**src/hw/rtl/csw_pkg.sv**
```systemverilog
// ----------------------------------------------------------------------------
// csw_pkg
// Shared types and constants for the counting semaphore with a wait queue.
// ----------------------------------------------------------------------------
package csw_pkg;

    localparam int unsigned TID_W   = 8;
    localparam int unsigned CFG_W   = 15;
    localparam int unsigned COUNT_W = 16;

    localparam logic signed [COUNT_W-1:0] COUNT_MAX = 16'sd32767;

    typedef enum logic [1:0] {
        OP_WAIT   = 2'd0,
        OP_SIGNAL = 2'd1,
        OP_CLOSE  = 2'd2,
        OP_TRY    = 2'd3
    } t_op;

    typedef enum logic [1:0] {
        ST_OK       = 2'd0,
        ST_BLOCKED  = 2'd1,
        ST_CLOSED   = 2'd2,
        ST_CAPACITY = 2'd3
    } t_status;

    // Request beat as it arrives on the input side
    typedef struct packed {
        logic [1:0]       op;
        logic [TID_W-1:0] thread_id;
    } t_in_item;

    // Result beat as it leaves on the output side
    typedef struct packed {
        logic [1:0]       status;
        logic             woken_valid;
        logic [TID_W-1:0] woken_thread;
        logic             woken_by_close;
        logic             available;
        logic             last;
    } t_out_item;

    // Decoded command passed from front to back
    typedef struct packed {
        t_op              op;
        logic [TID_W-1:0] tid;
    } t_cmd;

endpackage

```
**src/hw/rtl/csw_front.sv**
```systemverilog
// ----------------------------------------------------------------------------
// csw_front
// Accepts request beats, decodes them into commands and holds them in a
// two-entry command queue for the execution side.
// ----------------------------------------------------------------------------
module csw_front #(
    parameter int unsigned TW = 8
) (
    input  logic              i_clk,
    input  logic              i_rst_n,
    input  logic              i_push,
    input  csw_pkg::t_in_item i_item,
    output logic              o_full,
    output logic              o_cmd_valid,
    input  logic              i_cmd_take,
    output csw_pkg::t_cmd     o_cmd
);
    import csw_pkg::*;

    t_cmd       r_slot [2];
    logic       r_wr_ptr;
    logic       r_rd_ptr;
    logic [1:0] r_fill;
    logic       w_push_ok;
    logic       w_take_ok;
    t_cmd       w_cmd;

    // Decode the beat: cast the op, keep the low thread id bits
    always_comb begin
        w_cmd.op  = t_op'(i_item.op);
        w_cmd.tid = TID_W'(i_item.thread_id[TW-1:0]);
    end

    assign o_full      = (r_fill == 2'd2);
    assign o_cmd_valid = (r_fill != 2'd0);
    assign o_cmd       = r_slot[r_rd_ptr];
    assign w_push_ok   = i_push && !o_full;
    assign w_take_ok   = i_cmd_take && o_cmd_valid;

    // Store decoded commands
    always_ff @(posedge i_clk) begin
        if (w_push_ok) begin
            r_slot[r_wr_ptr] <= w_cmd;
        end
    end

    // Advance pointers and fill count
    always_ff @(posedge i_clk) begin
        if (!i_rst_n) begin
            r_wr_ptr <= 1'b0;
            r_rd_ptr <= 1'b0;
            r_fill   <= 2'd0;
        end else begin
            if (w_push_ok) begin
                r_wr_ptr <= ~r_wr_ptr;
            end
            if (w_take_ok) begin
                r_rd_ptr <= ~r_rd_ptr;
            end
            case ({w_push_ok, w_take_ok})
                2'b10:   r_fill <= r_fill + 2'd1;
                2'b01:   r_fill <= r_fill - 2'd1;
                default: r_fill <= r_fill;
            endcase
        end
    end

endmodule

```
**src/hw/rtl/csw_result_queue.sv**
```systemverilog
// ----------------------------------------------------------------------------
// csw_result_queue
// Two-entry result queue that parts the execution side from the receiver.
// ----------------------------------------------------------------------------
module csw_result_queue (
    input  logic               i_clk,
    input  logic               i_rst_n,
    input  logic               i_push,
    input  csw_pkg::t_out_item i_item,
    output logic               o_full,
    output logic               o_empty,
    input  logic               i_pop,
    output csw_pkg::t_out_item o_item
);
    import csw_pkg::*;

    t_out_item  r_slot [2];
    logic       r_wr_ptr;
    logic       r_rd_ptr;
    logic [1:0] r_fill;
    logic       w_push_ok;
    logic       w_pop_ok;

    assign o_full    = (r_fill == 2'd2);
    assign o_empty   = (r_fill == 2'd0);
    assign o_item    = r_slot[r_rd_ptr];
    assign w_push_ok = i_push && !o_full;
    assign w_pop_ok  = i_pop && !o_empty;

    // Store result beats
    always_ff @(posedge i_clk) begin
        if (w_push_ok) begin
            r_slot[r_wr_ptr] <= i_item;
        end
    end

    // Advance pointers and fill count
    always_ff @(posedge i_clk) begin
        if (!i_rst_n) begin
            r_wr_ptr <= 1'b0;
            r_rd_ptr <= 1'b0;
            r_fill   <= 2'd0;
        end else begin
            if (w_push_ok) begin
                r_wr_ptr <= ~r_wr_ptr;
            end
            if (w_pop_ok) begin
                r_rd_ptr <= ~r_rd_ptr;
            end
            case ({w_push_ok, w_pop_ok})
                2'b10:   r_fill <= r_fill + 2'd1;
                2'b01:   r_fill <= r_fill - 2'd1;
                default: r_fill <= r_fill;
            endcase
        end
    end

endmodule

```
**src/hw/rtl/csw_back.sv**
```systemverilog
// ----------------------------------------------------------------------------
// csw_back
// Executes commands against the semaphore state: signed count, closed flag
// and the FIFO of blocked thread ids. A close drains one waiter per cycle while the result queue has room.
// ----------------------------------------------------------------------------
module csw_back #(
    parameter int unsigned QUEUE_DEPTH = 16,
    parameter int unsigned TW          = 8
) (
    input  logic                      i_clk,
    input  logic                      i_rst_n,
    input  logic                      i_cfg_we,
    input  logic [csw_pkg::CFG_W-1:0] i_cfg_data,
    input  logic                      i_cmd_valid,
    input  csw_pkg::t_cmd             i_cmd,
    output logic                      o_cmd_take,
    input  logic                      i_res_full,
    output logic                      o_res_push,
    output csw_pkg::t_out_item        o_res
);
    import csw_pkg::*;

    localparam int unsigned AW = $clog2(QUEUE_DEPTH);
    localparam int unsigned FW = $clog2(QUEUE_DEPTH + 1);
    localparam logic [AW-1:0] LAST_IDX = AW'(QUEUE_DEPTH - 1);
    localparam logic [FW-1:0] FULL_FILL = FW'(QUEUE_DEPTH);

    typedef enum logic [1:0] {
        S_IDLE,
        S_EXEC,
        S_DRAIN
    } t_state;

    t_state                    r_state, n_state;
    t_cmd                      r_cmd;
    logic signed [COUNT_W-1:0] r_count, n_count;
    logic                      r_closed, n_closed;
    logic [AW-1:0]             r_head, n_head;
    logic [AW-1:0]             r_tail, n_tail;
    logic [FW-1:0]             r_fill, n_fill;
    logic [TW-1:0]             r_wait_mem [QUEUE_DEPTH];
    logic [TW-1:0]             r_rd_data;
    logic                      w_we;
    t_out_item                 w_res;

    // Sequence one command at a time and build its result beats
    always_comb begin
        n_state    = r_state;
        n_count    = r_count;
        n_closed   = r_closed;
        n_head     = r_head;
        n_tail     = r_tail;
        n_fill     = r_fill;
        w_we       = 1'b0;
        o_res_push = 1'b0;
        o_cmd_take = 1'b0;
        w_res      = '{status: ST_OK, last: 1'b1, default: '0};

        case (r_state)
            S_IDLE: begin
                if (i_cmd_valid) begin
                    o_cmd_take = 1'b1;
                    n_state    = S_EXEC;
                end
            end
            S_EXEC: begin
                if (!i_res_full) begin
                    n_state = S_IDLE;
                    if (r_closed) begin
                        o_res_push = 1'b1;
                        w_res.status = ST_CLOSED;
                    end else begin
                        case (r_cmd.op)
                            OP_WAIT: begin
                                o_res_push = 1'b1;
                                if (r_count <= 16'sd0) begin
                                    if (r_fill == FULL_FILL) begin
                                        w_res.status = ST_CAPACITY;
                                    end else begin
                                        n_count = r_count - 16'sd1;
                                        w_we    = 1'b1;
                                        n_tail  = (r_tail == LAST_IDX) ? '0 : r_tail + 1'b1;
                                        n_fill  = r_fill + 1'b1;
                                        w_res.status = ST_BLOCKED;
                                    end
                                end else begin
                                    n_count = r_count - 16'sd1;
                                end
                            end
                            OP_SIGNAL: begin
                                o_res_push = 1'b1;
                                if (r_count == COUNT_MAX) begin
                                    w_res.status = ST_CAPACITY;
                                end else begin
                                    n_count = r_count + 16'sd1;
                                    if (r_count < 16'sd0 && r_fill != '0) begin
                                        n_head = (r_head == LAST_IDX) ? '0 : r_head + 1'b1;
                                        n_fill = r_fill - 1'b1;
                                        w_res.woken_valid  = 1'b1;
                                        w_res.woken_thread = TID_W'(r_rd_data);
                                    end
                                end
                            end
                            OP_CLOSE: begin
                                n_closed = 1'b1;
                                if (r_fill == '0) begin
                                    o_res_push = 1'b1;
                                end else begin
                                    n_state = S_DRAIN;
                                end
                            end
                            default: begin
                                o_res_push = 1'b1;
                                w_res.available = (r_count > 16'sd0);
                            end
                        endcase
                    end
                end
            end
            S_DRAIN: begin
                if (!i_res_full) begin
                    o_res_push = 1'b1;
                    w_res.woken_valid    = 1'b1;
                    w_res.woken_thread   = TID_W'(r_rd_data);
                    w_res.woken_by_close = 1'b1;
                    w_res.last           = (r_fill == FW'(1));
                    n_head = (r_head == LAST_IDX) ? '0 : r_head + 1'b1;
                    n_fill = r_fill - 1'b1;
                    if (r_fill == FW'(1)) begin
                        n_state = S_IDLE;
                    end
                end
            end
            default: begin
                n_state = S_IDLE;
            end
        endcase
    end

    assign o_res = w_res;

    // Hold state, reload it on a configuration write
    always_ff @(posedge i_clk) begin
        if (!i_rst_n) begin
            r_state  <= S_IDLE;
            r_count  <= '0;
            r_closed <= 1'b0;
            r_head   <= '0;
            r_tail   <= '0;
            r_fill   <= '0;
        end else if (i_cfg_we) begin
            r_state  <= S_IDLE;
            r_count  <= signed'({1'b0, i_cfg_data});
            r_closed <= 1'b0;
            r_head   <= '0;
            r_tail   <= '0;
            r_fill   <= '0;
        end else begin
            r_state  <= n_state;
            r_count  <= n_count;
            r_closed <= n_closed;
            r_head   <= n_head;
            r_tail   <= n_tail;
            r_fill   <= n_fill;
        end
    end

    // Latch the command being executed
    always_ff @(posedge i_clk) begin
        if (o_cmd_take) begin
            r_cmd <= i_cmd;
        end
    end

    // Waiter memory: one write port, registered read at the next head
    always_ff @(posedge i_clk) begin
        if (w_we) begin
            r_wait_mem[r_tail] <= r_cmd.tid[TW-1:0];
        end
        r_rd_data <= r_wait_mem[n_head];
    end

endmodule

```
**src/hw/rtl/counting_semaphore_wait_queue.sv**
```systemverilog
// ----------------------------------------------------------------------------
// counting_semaphore_wait_queue
// Counting semaphore with a FIFO of blocked thread ids.
// ----------------------------------------------------------------------------
// Usage:
//   Requests enter as a queue push: a beat of {op, thread_id} is taken at a
//   clock edge with push high and full low. Results leave as a queue: the
//   oldest result sits on o_result while empty is low and is taken at an
//   edge with pop high and empty low.
//   Every request gives one result beat; a close with waiters gives one beat
//   per waiter, the final one marked by last.
//   The execution sequencer handles one request at a time: it takes a
//   command, then executes it against the waiter memory, and it takes no
//   new request before it is through with the last one; a close drains
//   one waiter per cycle after that while the result queue has room.
//   A two-entry command queue and a two-entry result queue let the input
//   keep filling while the receiver stalls; execution pauses when the
//   result queue is full and the input shows full once commands back up.
//   Reset clears both queues, sets the count to 0 and opens the semaphore.
//   A write on i_cfg_we loads the count from i_cfg_data, reopens the
//   semaphore and empties the wait queue; write only while the block is idle.
// ----------------------------------------------------------------------------
module counting_semaphore_wait_queue #(
    parameter int unsigned QUEUE_DEPTH    = 16,
    parameter int unsigned THREAD_ID_BITS = 8
) (
    input  logic                      i_clk,
    input  logic                      i_rst_n,
    input  logic                      push,
    input  csw_pkg::t_in_item         i_item,
    output logic                      full,
    output logic                      empty,
    input  logic                      pop,
    output csw_pkg::t_out_item        o_result,
    input  logic                      i_cfg_we,
    input  logic [csw_pkg::CFG_W-1:0] i_cfg_data
);
    import csw_pkg::*;

    localparam int unsigned TW = (THREAD_ID_BITS < TID_W) ? THREAD_ID_BITS : TID_W;

    logic      w_cmd_valid;
    logic      w_cmd_take;
    t_cmd      w_cmd;
    logic      w_res_full;
    logic      w_res_push;
    t_out_item w_res;

    // Front: accept and decode requests
    csw_front #(
        .TW (TW)
    ) u_front (
        .i_clk       (i_clk),
        .i_rst_n     (i_rst_n),
        .i_push      (push),
        .i_item      (i_item),
        .o_full      (full),
        .o_cmd_valid (w_cmd_valid),
        .i_cmd_take  (w_cmd_take),
        .o_cmd       (w_cmd)
    );

    // Back: execute against semaphore state
    csw_back #(
        .QUEUE_DEPTH (QUEUE_DEPTH),
        .TW          (TW)
    ) u_back (
        .i_clk       (i_clk),
        .i_rst_n     (i_rst_n),
        .i_cfg_we    (i_cfg_we),
        .i_cfg_data  (i_cfg_data),
        .i_cmd_valid (w_cmd_valid),
        .i_cmd       (w_cmd),
        .o_cmd_take  (w_cmd_take),
        .i_res_full  (w_res_full),
        .o_res_push  (w_res_push),
        .o_res       (w_res)
    );

    // Result queue toward the receiver
    csw_result_queue u_res_q (
        .i_clk   (i_clk),
        .i_rst_n (i_rst_n),
        .i_push  (w_res_push),
        .i_item  (w_res),
        .o_full  (w_res_full),
        .o_empty (empty),
        .i_pop   (pop),
        .o_item  (o_result)
    );

endmodule

```
**config.mk**
```make
export PLATFORM = sky130hd
export DESIGN_NAME = counting_semaphore_wait_queue
export DESIGN_NICKNAME = d
export VERILOG_FILES = /design/src/hw/rtl/csw_pkg.sv /design/src/hw/rtl/csw_front.sv /design/src/hw/rtl/csw_result_queue.sv /design/src/hw/rtl/csw_back.sv /design/src/hw/rtl/counting_semaphore_wait_queue.sv
export SDC_FILE = /design/constraint.sdc
export NUM_CORES = 1
export LEC_CHECK = 0
export BUFFER_PORTS_ARGS = -buffer_cell sky130_fd_sc_hd__buf_4
export CAP_MARGIN = 25
export CORE_UTILIZATION = 61
export DETAILED_ROUTE_END_ITERATION = 16
export PLACE_DENSITY = 0.83
export SLEW_MARGIN = 20
export SYNTH_ARGS = -nofsm -noshare
export SYNTH_HDL_FRONTEND = slang
export SYNTH_SLANG_ARGS = --single-unit
```
**constraint.sdc**
```tcl
create_clock -name i_clk -period 3.93 [get_ports i_clk]
set_clock_uncertainty 0.2 [all_clocks]
set_input_delay 0.393 -clock i_clk [delete_from_list [all_inputs] [get_ports i_clk]]
set_output_delay 0.393 -clock i_clk [all_outputs]
set_load 0.005 [all_outputs]
```
# [Word level (Yosys, flattened, before mapping)]
# Memories as Yosys holds them, arrays and structs flattened. A register that Yosys moved wholly into a read port is not among the register bits.
# Index checks and enable logic that the tools add are counted.
[word_totals] mem_count=3 ff_bits=40 wordCells=176 ram_bits=176 inputBits=30 out_inout_bits=16
[memory_table] memory="u_back.r_wait_mem" words=16 width=8 rd=1 rd_ports_with_merged_regs=1 write_ports=1 line="csw_back.sv:41" rtl="logic [TW-1:0] r_wait_mem [QUEUE_DEPTH];"
[memory_table] memory="u_res_q.r_slot" words=2 width=14 rd=1 rd_ports_with_merged_regs=1 write_ports=1 line="csw_result_queue.sv:17" rtl="t_out_item r_slot [2];"
[memory_table] memory="u_front.r_slot" words=2 width=10 rd=1 rd_ports_with_merged_regs=1 write_ports=1 line="csw_front.sv:20" rtl="t_cmd r_slot [2];"
[op_classes] n_lt_le_gt_ge=3 n_mux=80 n_eq_ne=31 bitwise_logic=8 n_addsub=10 n_reduce_logical=28
[ops] cell="$mux W15" count=4
[ops] cell="$mux W16" count=3
[ops] cell="$mux W9" count=4
[ops] cell="$mux W5" count=7
[ops] cell="$mux W4" count=8
[ops] cell="$pmux W16 S2" count=1
[ops] cell="$mux W1" count=30
[ops] cell="$mux W2" count=12
[ops] cell="$pmux W5 S2" count=2
[ops] cell="$pmux W9 S2" count=1
[ops] cell="$reduce_and A6 Y1" count=3
[ops] cell="$add A16 B2 Y16 const B" count=1
[ops] cell="$eq A16 B16 Y1 const B" count=1
[ops] cell="$gt A16 B1 Y1 const B" count=1
[ops] cell="$le A16 B1 Y1 const B" count=1
[ops] cell="$lt A16 B1 Y1 const B" count=1
[ops] cell="$sub A16 B2 Y16 const B" count=1
[ops] cell="$ne A3 B3 Y1 const B" count=5
[ops] cell="$ne A2 B2 Y1 const B" count=7
[ops] cell="$eq A2 B2 Y1 const B" count=6
[ops] cell="$pmux W2 S2" count=3
[ops] cell="$reduce_bool A2 Y1" count=6
[ops] cell="$mux W11" count=1
[ops] cell="$mux W10" count=1
[ops] cell="27 further kinds" count=50

# [Longest topological paths before layout]
[logic_depth] depth_word=9 ltp_mapped=12 depth_no_buf=11

# [Modules after synthesis]
# A second synthesis with hierarchy kept.
[hier_totals] hier_cells=711 hier_area_um2=10358.7
[by_module_without_submodules] module="csw_back" seq_area_each_um2=4944.7 area_each_um2=8161.6 cells_each=585 instances=1
[by_module_without_submodules] module="csw_result_queue" seq_area_each_um2=940.9 area_each_um2=1239.9 cells_each=69 instances=1
[by_module_without_submodules] module="csw_front" seq_area_each_um2=700.7 area_each_um2=957.2 cells_each=57 instances=1

# [Least setup slack after synthesis]
# OpenSTA, ideal clock, no wires.
[synth_path] kind="reg-to-reg" start="reg u_back.r_cmd[9] (netlist name)" end="reg u_back.r_count[15]" setup_slack_ns=0.544 path_stages_with_launch=12 t_required_ns=3.658 n_path_buf=0 arrival_time_ns=3.114 setup_ns=0.072 path_cell_list="edfxtp_1 > nor2b_1 > inv_1 > ha_1 > a211o_1 > o221a_2 > a2111o_1 > nand3_1 > a31oi_1 > xnor2_1 > or3_1 > a21oi_1"
[synth_via] elab_chain_cells=3
[synth_rtl] item="$eq A2 B1 Y1 / $logic_not A2 Y1 (equally long branches)" line="csw_back.sv:73" rtl="case (r_cmd.op)"
[synth_rtl] item="$ne A2 B2 Y1 (no source line) (tied with other cells)"
[synth_rtl] item="$reduce_and A6 Y1 (no source line)"
[synth_rtl] item="to (signal assigned)" line="csw_back.sv:153" rtl="r_count <= signed'({1'b0, i_cfg_data});"
[synth_rtl] item="to (signal assigned)" line="csw_back.sv:160" rtl="r_count <= n_count;"
[synth_rtl] item="to (decl)" line="csw_back.sv:36" rtl="logic signed [COUNT_W-1:0] r_count, n_count;"
# Several ways; a longest one is shown, not always the timed one.
# A chain may end at the register's enable or synchronous reset.

# [Final worst setup path]
[layout_path] start="reg u_back.r_cmd[9] (netlist name)" end="reg u_back.r_count[15]"
[layout_via] elab_chain_cells=3
[layout_rtl] item="$eq A2 B1 Y1 / $logic_not A2 Y1 (equally long branches)" line="csw_back.sv:73"
[layout_rtl] item="$ne A2 B2 Y1 (no source line) (tied with other cells)"
[layout_rtl] item="$reduce_and A6 Y1 (no source line)"
# Several ways; a longest one is shown, not always the timed one.

==> metrics.md <==
| Metric | Value |
|---|---|
| Outcome | `finished, final reports clean` |
| TritonCTS clock tree | `yes` |
| Die area | `17760 sq um` |
| DRC viols | `0` |
| Crit path time final | `3721 ps` |
| Sequential area share after synthesis | `62.46%` |
| WHS Path Cells | `4` |
| Clk pin slew, worst setup/hold paths | `60 ps` |
| Hold WS | `7.306 ps` |
| Area Growth Syn to Fin | `15.28%` |
| Setup crit end kind | `flop` |
| Vias in the first global route | `6373` |
| Inserted Clock Buffers | `23` |
| Net Sw Power | `1667 uW` |
| GR peak layer | `met2` |
| F_max | `268.8 MHz` |
| Met1 Use GR | `32.27%` |
| Most frequent cells in the layout | `186 x edfxtp_1, 126 x mux2i_1, 67 x buf_4` |
| Synth Flop Type | `edfxtp_1` |
| Adder-Cell Fraction of Synth Area | `3.523%` |
| Unrepaired setup endpoints after global routing | `false` |
| Final Power | `6480 uW` |
| Initial antenna violation count | `0` |
| Chip width | `133.3 um` |
| Simple-Gate Fraction of Synth Area | `7.891%` |
| Int Pwr | `4813 uW` |
| Root buf cell | `clkbuf_16` |
| H-tree levels | `1` |
| Mux contribution to synthesized area | `14.57%` |
| Largest net degree at the start of global routing | `34` |
| Pwr dens | `534.7 nW/um^2` |
| PortBufs | `45` |
| Tightest Hold Check Type | `input port to flop` |
| Met2 GRT Util | `40.42%` |
| Ant diodes | `0` |
| Gr usage total | `23.63%` |
| Final-report max-slew violation count | `0` |
| Max FO, Critical Path | `13` |
| Routed vias/inst | `5.987` |
| Synth unique cells | `63` |
| Cell Chain, Critical Path | `nor2b_1, clkinvlp_4, buf_4, ha_1, a2111oi_0, o21ai_0, a2111o_1, nand3_1, a31oi_1, xnor2_1, or3_1, a21oi_1` |
| Finished Layout Cells | `1068` |
| Worst slew margin | `44.19%` |
| Core area | `16700 sq um` |
| DP Cell Count | `1003` |
| Clk pwr share | `34.7%` |
| Internal reg-to-reg setup slack | `210 ps` |
| Post-synthesis instance area | `10510 sq um` |
| Rows | `47` |
| Die Span Y | `133.3 um` |
| Crit path max-delay family | `compound AO/OA/AOI/OAI gates` |
| CP Launch Type | `flop` |
| Compound-Gate Fraction of Synth Area | `7.022%` |
| Slowest cell on the critical path | `edfxtp_1` |
| Fin nets | `890` |
| Met3 global-route usage | `3.044%` |
| Worst-Skew Late Latency | `510 ps` |
| Comb power frac | `15.6%` |
| EDFF count, synth | `186` |
| Sequential share of power | `49.7%` |
| Fin Setup TNS | `0 ps` |
| Filler cells | `1036` |
| FF+latch count, synth | `235` |
| Least-Margin Pin Slew | `834.0 ps` |
| Syn_area_per_cell | `14.09 sq um` |
| Drt wl/cell | `19.40 um` |
| Starting utilization of the core area | `62.95%` |
| Post-Synth XOR/XNOR Area | `2.083%` |
| ANT nets after route | `0` |
| Max cap viols | `0` |
| Type of the worst setup path | `flop to flop` |
| CP bufs+invs | `2` |
| Reg2Reg Depth | `12` |
| Final Setup Violations | `0` |
| Count of final hold-check violations | `0` |
| Period utilization | `94.67%` |
| Commonest non-fill, non-tap cell in the layout | `edfxtp_1` |
| Static Leak | `0.004051 uW` |
| Synth Net Count | `805` |
| First-pass GRT wire length | `32880 um` |
| Worst Hold Path EP | `u_back.r_count[0]$_SDFFE_PN0P_` |
| Yosys warns | `0` |
| Share of layout cells above drive strength 1 | `16.51%` |
| Drt pass-1 iters | `5` |
| Routed via count | `6394` |
| IO Count | `46` |
| Drt first-iter violations | `460` |
| Critical Path AT | `3930 ps` |
| Async SR Flop Fraction | `0%` |
| Clk sinks | `235` |
| R2r startpoint | `u_back.r_cmd[9]$_DFFE_PP_` |
| Total Wirelength | `20720 um` |
| Critical Path RT | `4140 ps` |
| Hold Path Origin | `i_cfg_data[0]` |
| CTS Buffer Depth | `3` |
| Critical register-to-register path endpoint | `u_back.r_count[15]$_SDFFE_PP0P_` |
| Post-Synthesis Cells | `746` |
| Post-DP HPWL | `13310 um` |
| Sw Share | `25.72%` |
| GP Congestion | `0.8556` |
| Total gr overflow | `0` |
| Max IR drop VDD | `0.4544 mV` |
| Largest family of logic cells by synthesized area | `multiplexers` |
| Slowest cell delay on critical path | `490 ps` |
[tightest hold or removal path, cell delays in order]
cell     delay [ps]
buf_4            80
nand2_1          40
o21ai_0          50
and2_1          110
[worst max path at each step]
| stage | endpoint | depth (start not counted) | start |
|---|---|---|---|
| 4_1_cts | u_back.r_count[15]$_SDFFE_PP0P_ | 11 | u_back.r_cmd[8]$_DFFE_PP_ |
| 3_3_place_gp | u_back.r_count[15]$_SDFFE_PP0P_ | 11 | u_back.r_cmd[8]$_DFFE_PP_ |
| 2_1_floorplan | u_back.r_count[15]$_SDFFE_PP0P_ | 11 | u_back.r_cmd[9]$_DFFE_PP_ |
| 5_1_grt | u_back.r_count[15]$_SDFFE_PP0P_ | 12 | u_back.r_cmd[9]$_DFFE_PP_ |
| 3_5_place_dp | u_back.r_count[15]$_SDFFE_PP0P_ | 11 | u_back.r_cmd[8]$_DFFE_PP_ |
| 6_report | u_back.r_count[15]$_SDFFE_PP0P_ | 12 | u_back.r_cmd[9]$_DFFE_PP_ |
[flip-flops by register name, summed over array words and instances (netlist names), 4 cells and up, named ones only]
| name | count |
|---|---|
| u_back.r_head | 4 |
| u_front.r_slot | 20 |
| u_res_q.r_slot | 28 |
| u_back.r_cmd | 10 |
| u_back.r_rd_data | 8 |
| u_back.r_fill | 5 |
| u_back.r_tail | 4 |
| u_back.r_count | 16 |
| u_back.r_wait_mem | 128 |
[cell type report]
cell class | instances | area [sq um] | share of cell area [%]
clock buffer | 35 | 630.6 | 5.203
clock inverter | 7 | 145.1 | 1.198
timing repair buffer | 88 | 733.2 | 6.050
multi-input combinational | 465 | 3697 | 30.51
inverter | 18 | 71.32 | 0.5885
sequential | 235 | 6566 | 54.18
tap | 220 | 275.3 | 2.271
[layer usage]
metal | share of wire [%] | routed length [um]
met1 | 43 | 8932
met2 | 50 | 10290
met3 | 5.6 | 1168
met4 | 1.6 | 329
met5 | 0 | 0
[Yosys cell counts (all sizes together), types with 2 or more instances]
cell,n,area share [%]
o21bai,4,0.39
a21oi,30,1.4
o211ai,8,0.62
xor2,9,0.75
nand2,24,0.88
a31oi,4,0.24
a2111oi,2,0.23
nand3b,2,0.18
ha,28,3.3
a21o,5,0.36
or4,2,0.14
nand2b,5,0.30
or3,7,0.42
nor2,42,1.5
edfxtp,186,53
nand4,5,0.30
and2,9,0.54
mux2,24,2.6
o31ai,2,0.14
a41oi,5,0.42
nor4,3,0.24
a211oi,3,0.21
nor2b,13,0.77
buf,16,1.4
mux2i,126,12
dfxtp,49,9.3
nor3,15,0.82
xnor2,16,1.3
inv,18,0.64
nand3,8,0.43
o21a,4,0.29
a22o,2,0.17
a21boi,2,0.14
o21ai,23,1.2
and3,14,0.83
clkbuf,12,0.43
o211a,6,0.57
[logic make-up after synthesis]
logic type / Yosys count
mux: 150
buf+inv: 46
fa+ha+maj: 29
xor+xnor: 25
simple gates: 155
compound gates: 106
flops: 235
[power groups by stage]
| stage | registers (uW) | clock network, uW | logic, uW |
|---|---|---|---|
| 2_1_floorplan | 3150 | 0 | 740 |
| 3_3_place_gp | 3240 | 0 | 894 |
| 3_5_place_dp | 3270 | 0 | 945 |
| 4_1_cts | 3220 | 2270 | 970 |
| 5_1_grt | 3250 | 2350 | 1120 |
| 6_report | 3220 | 2250 | 1010 |
[stage by stage]
stage / instance area (sq um) / utilization, % / worst slack, ps
2_1_floorplan: 10510 / - / 543.6
3_3_place_gp: 11120 / 66.58 / 374.5
3_5_place_dp: 11120 / 66.58 / 239.3
4_1_cts: 12090 / 72.36 / 195.5
5_1_grt: 12120 / 72.57 / 59.71
6_report: 12120 / 72.57 / 209.3
[what timing repair did]
action,CTS,global route
resized for setup,0,1
endpoints found under the hold margin,29,0
buffers inserted,0,4
hold buffers,19,0
setup endpoints to repair,0,1
Note: power is estimated with default switching activity, not from simulation.
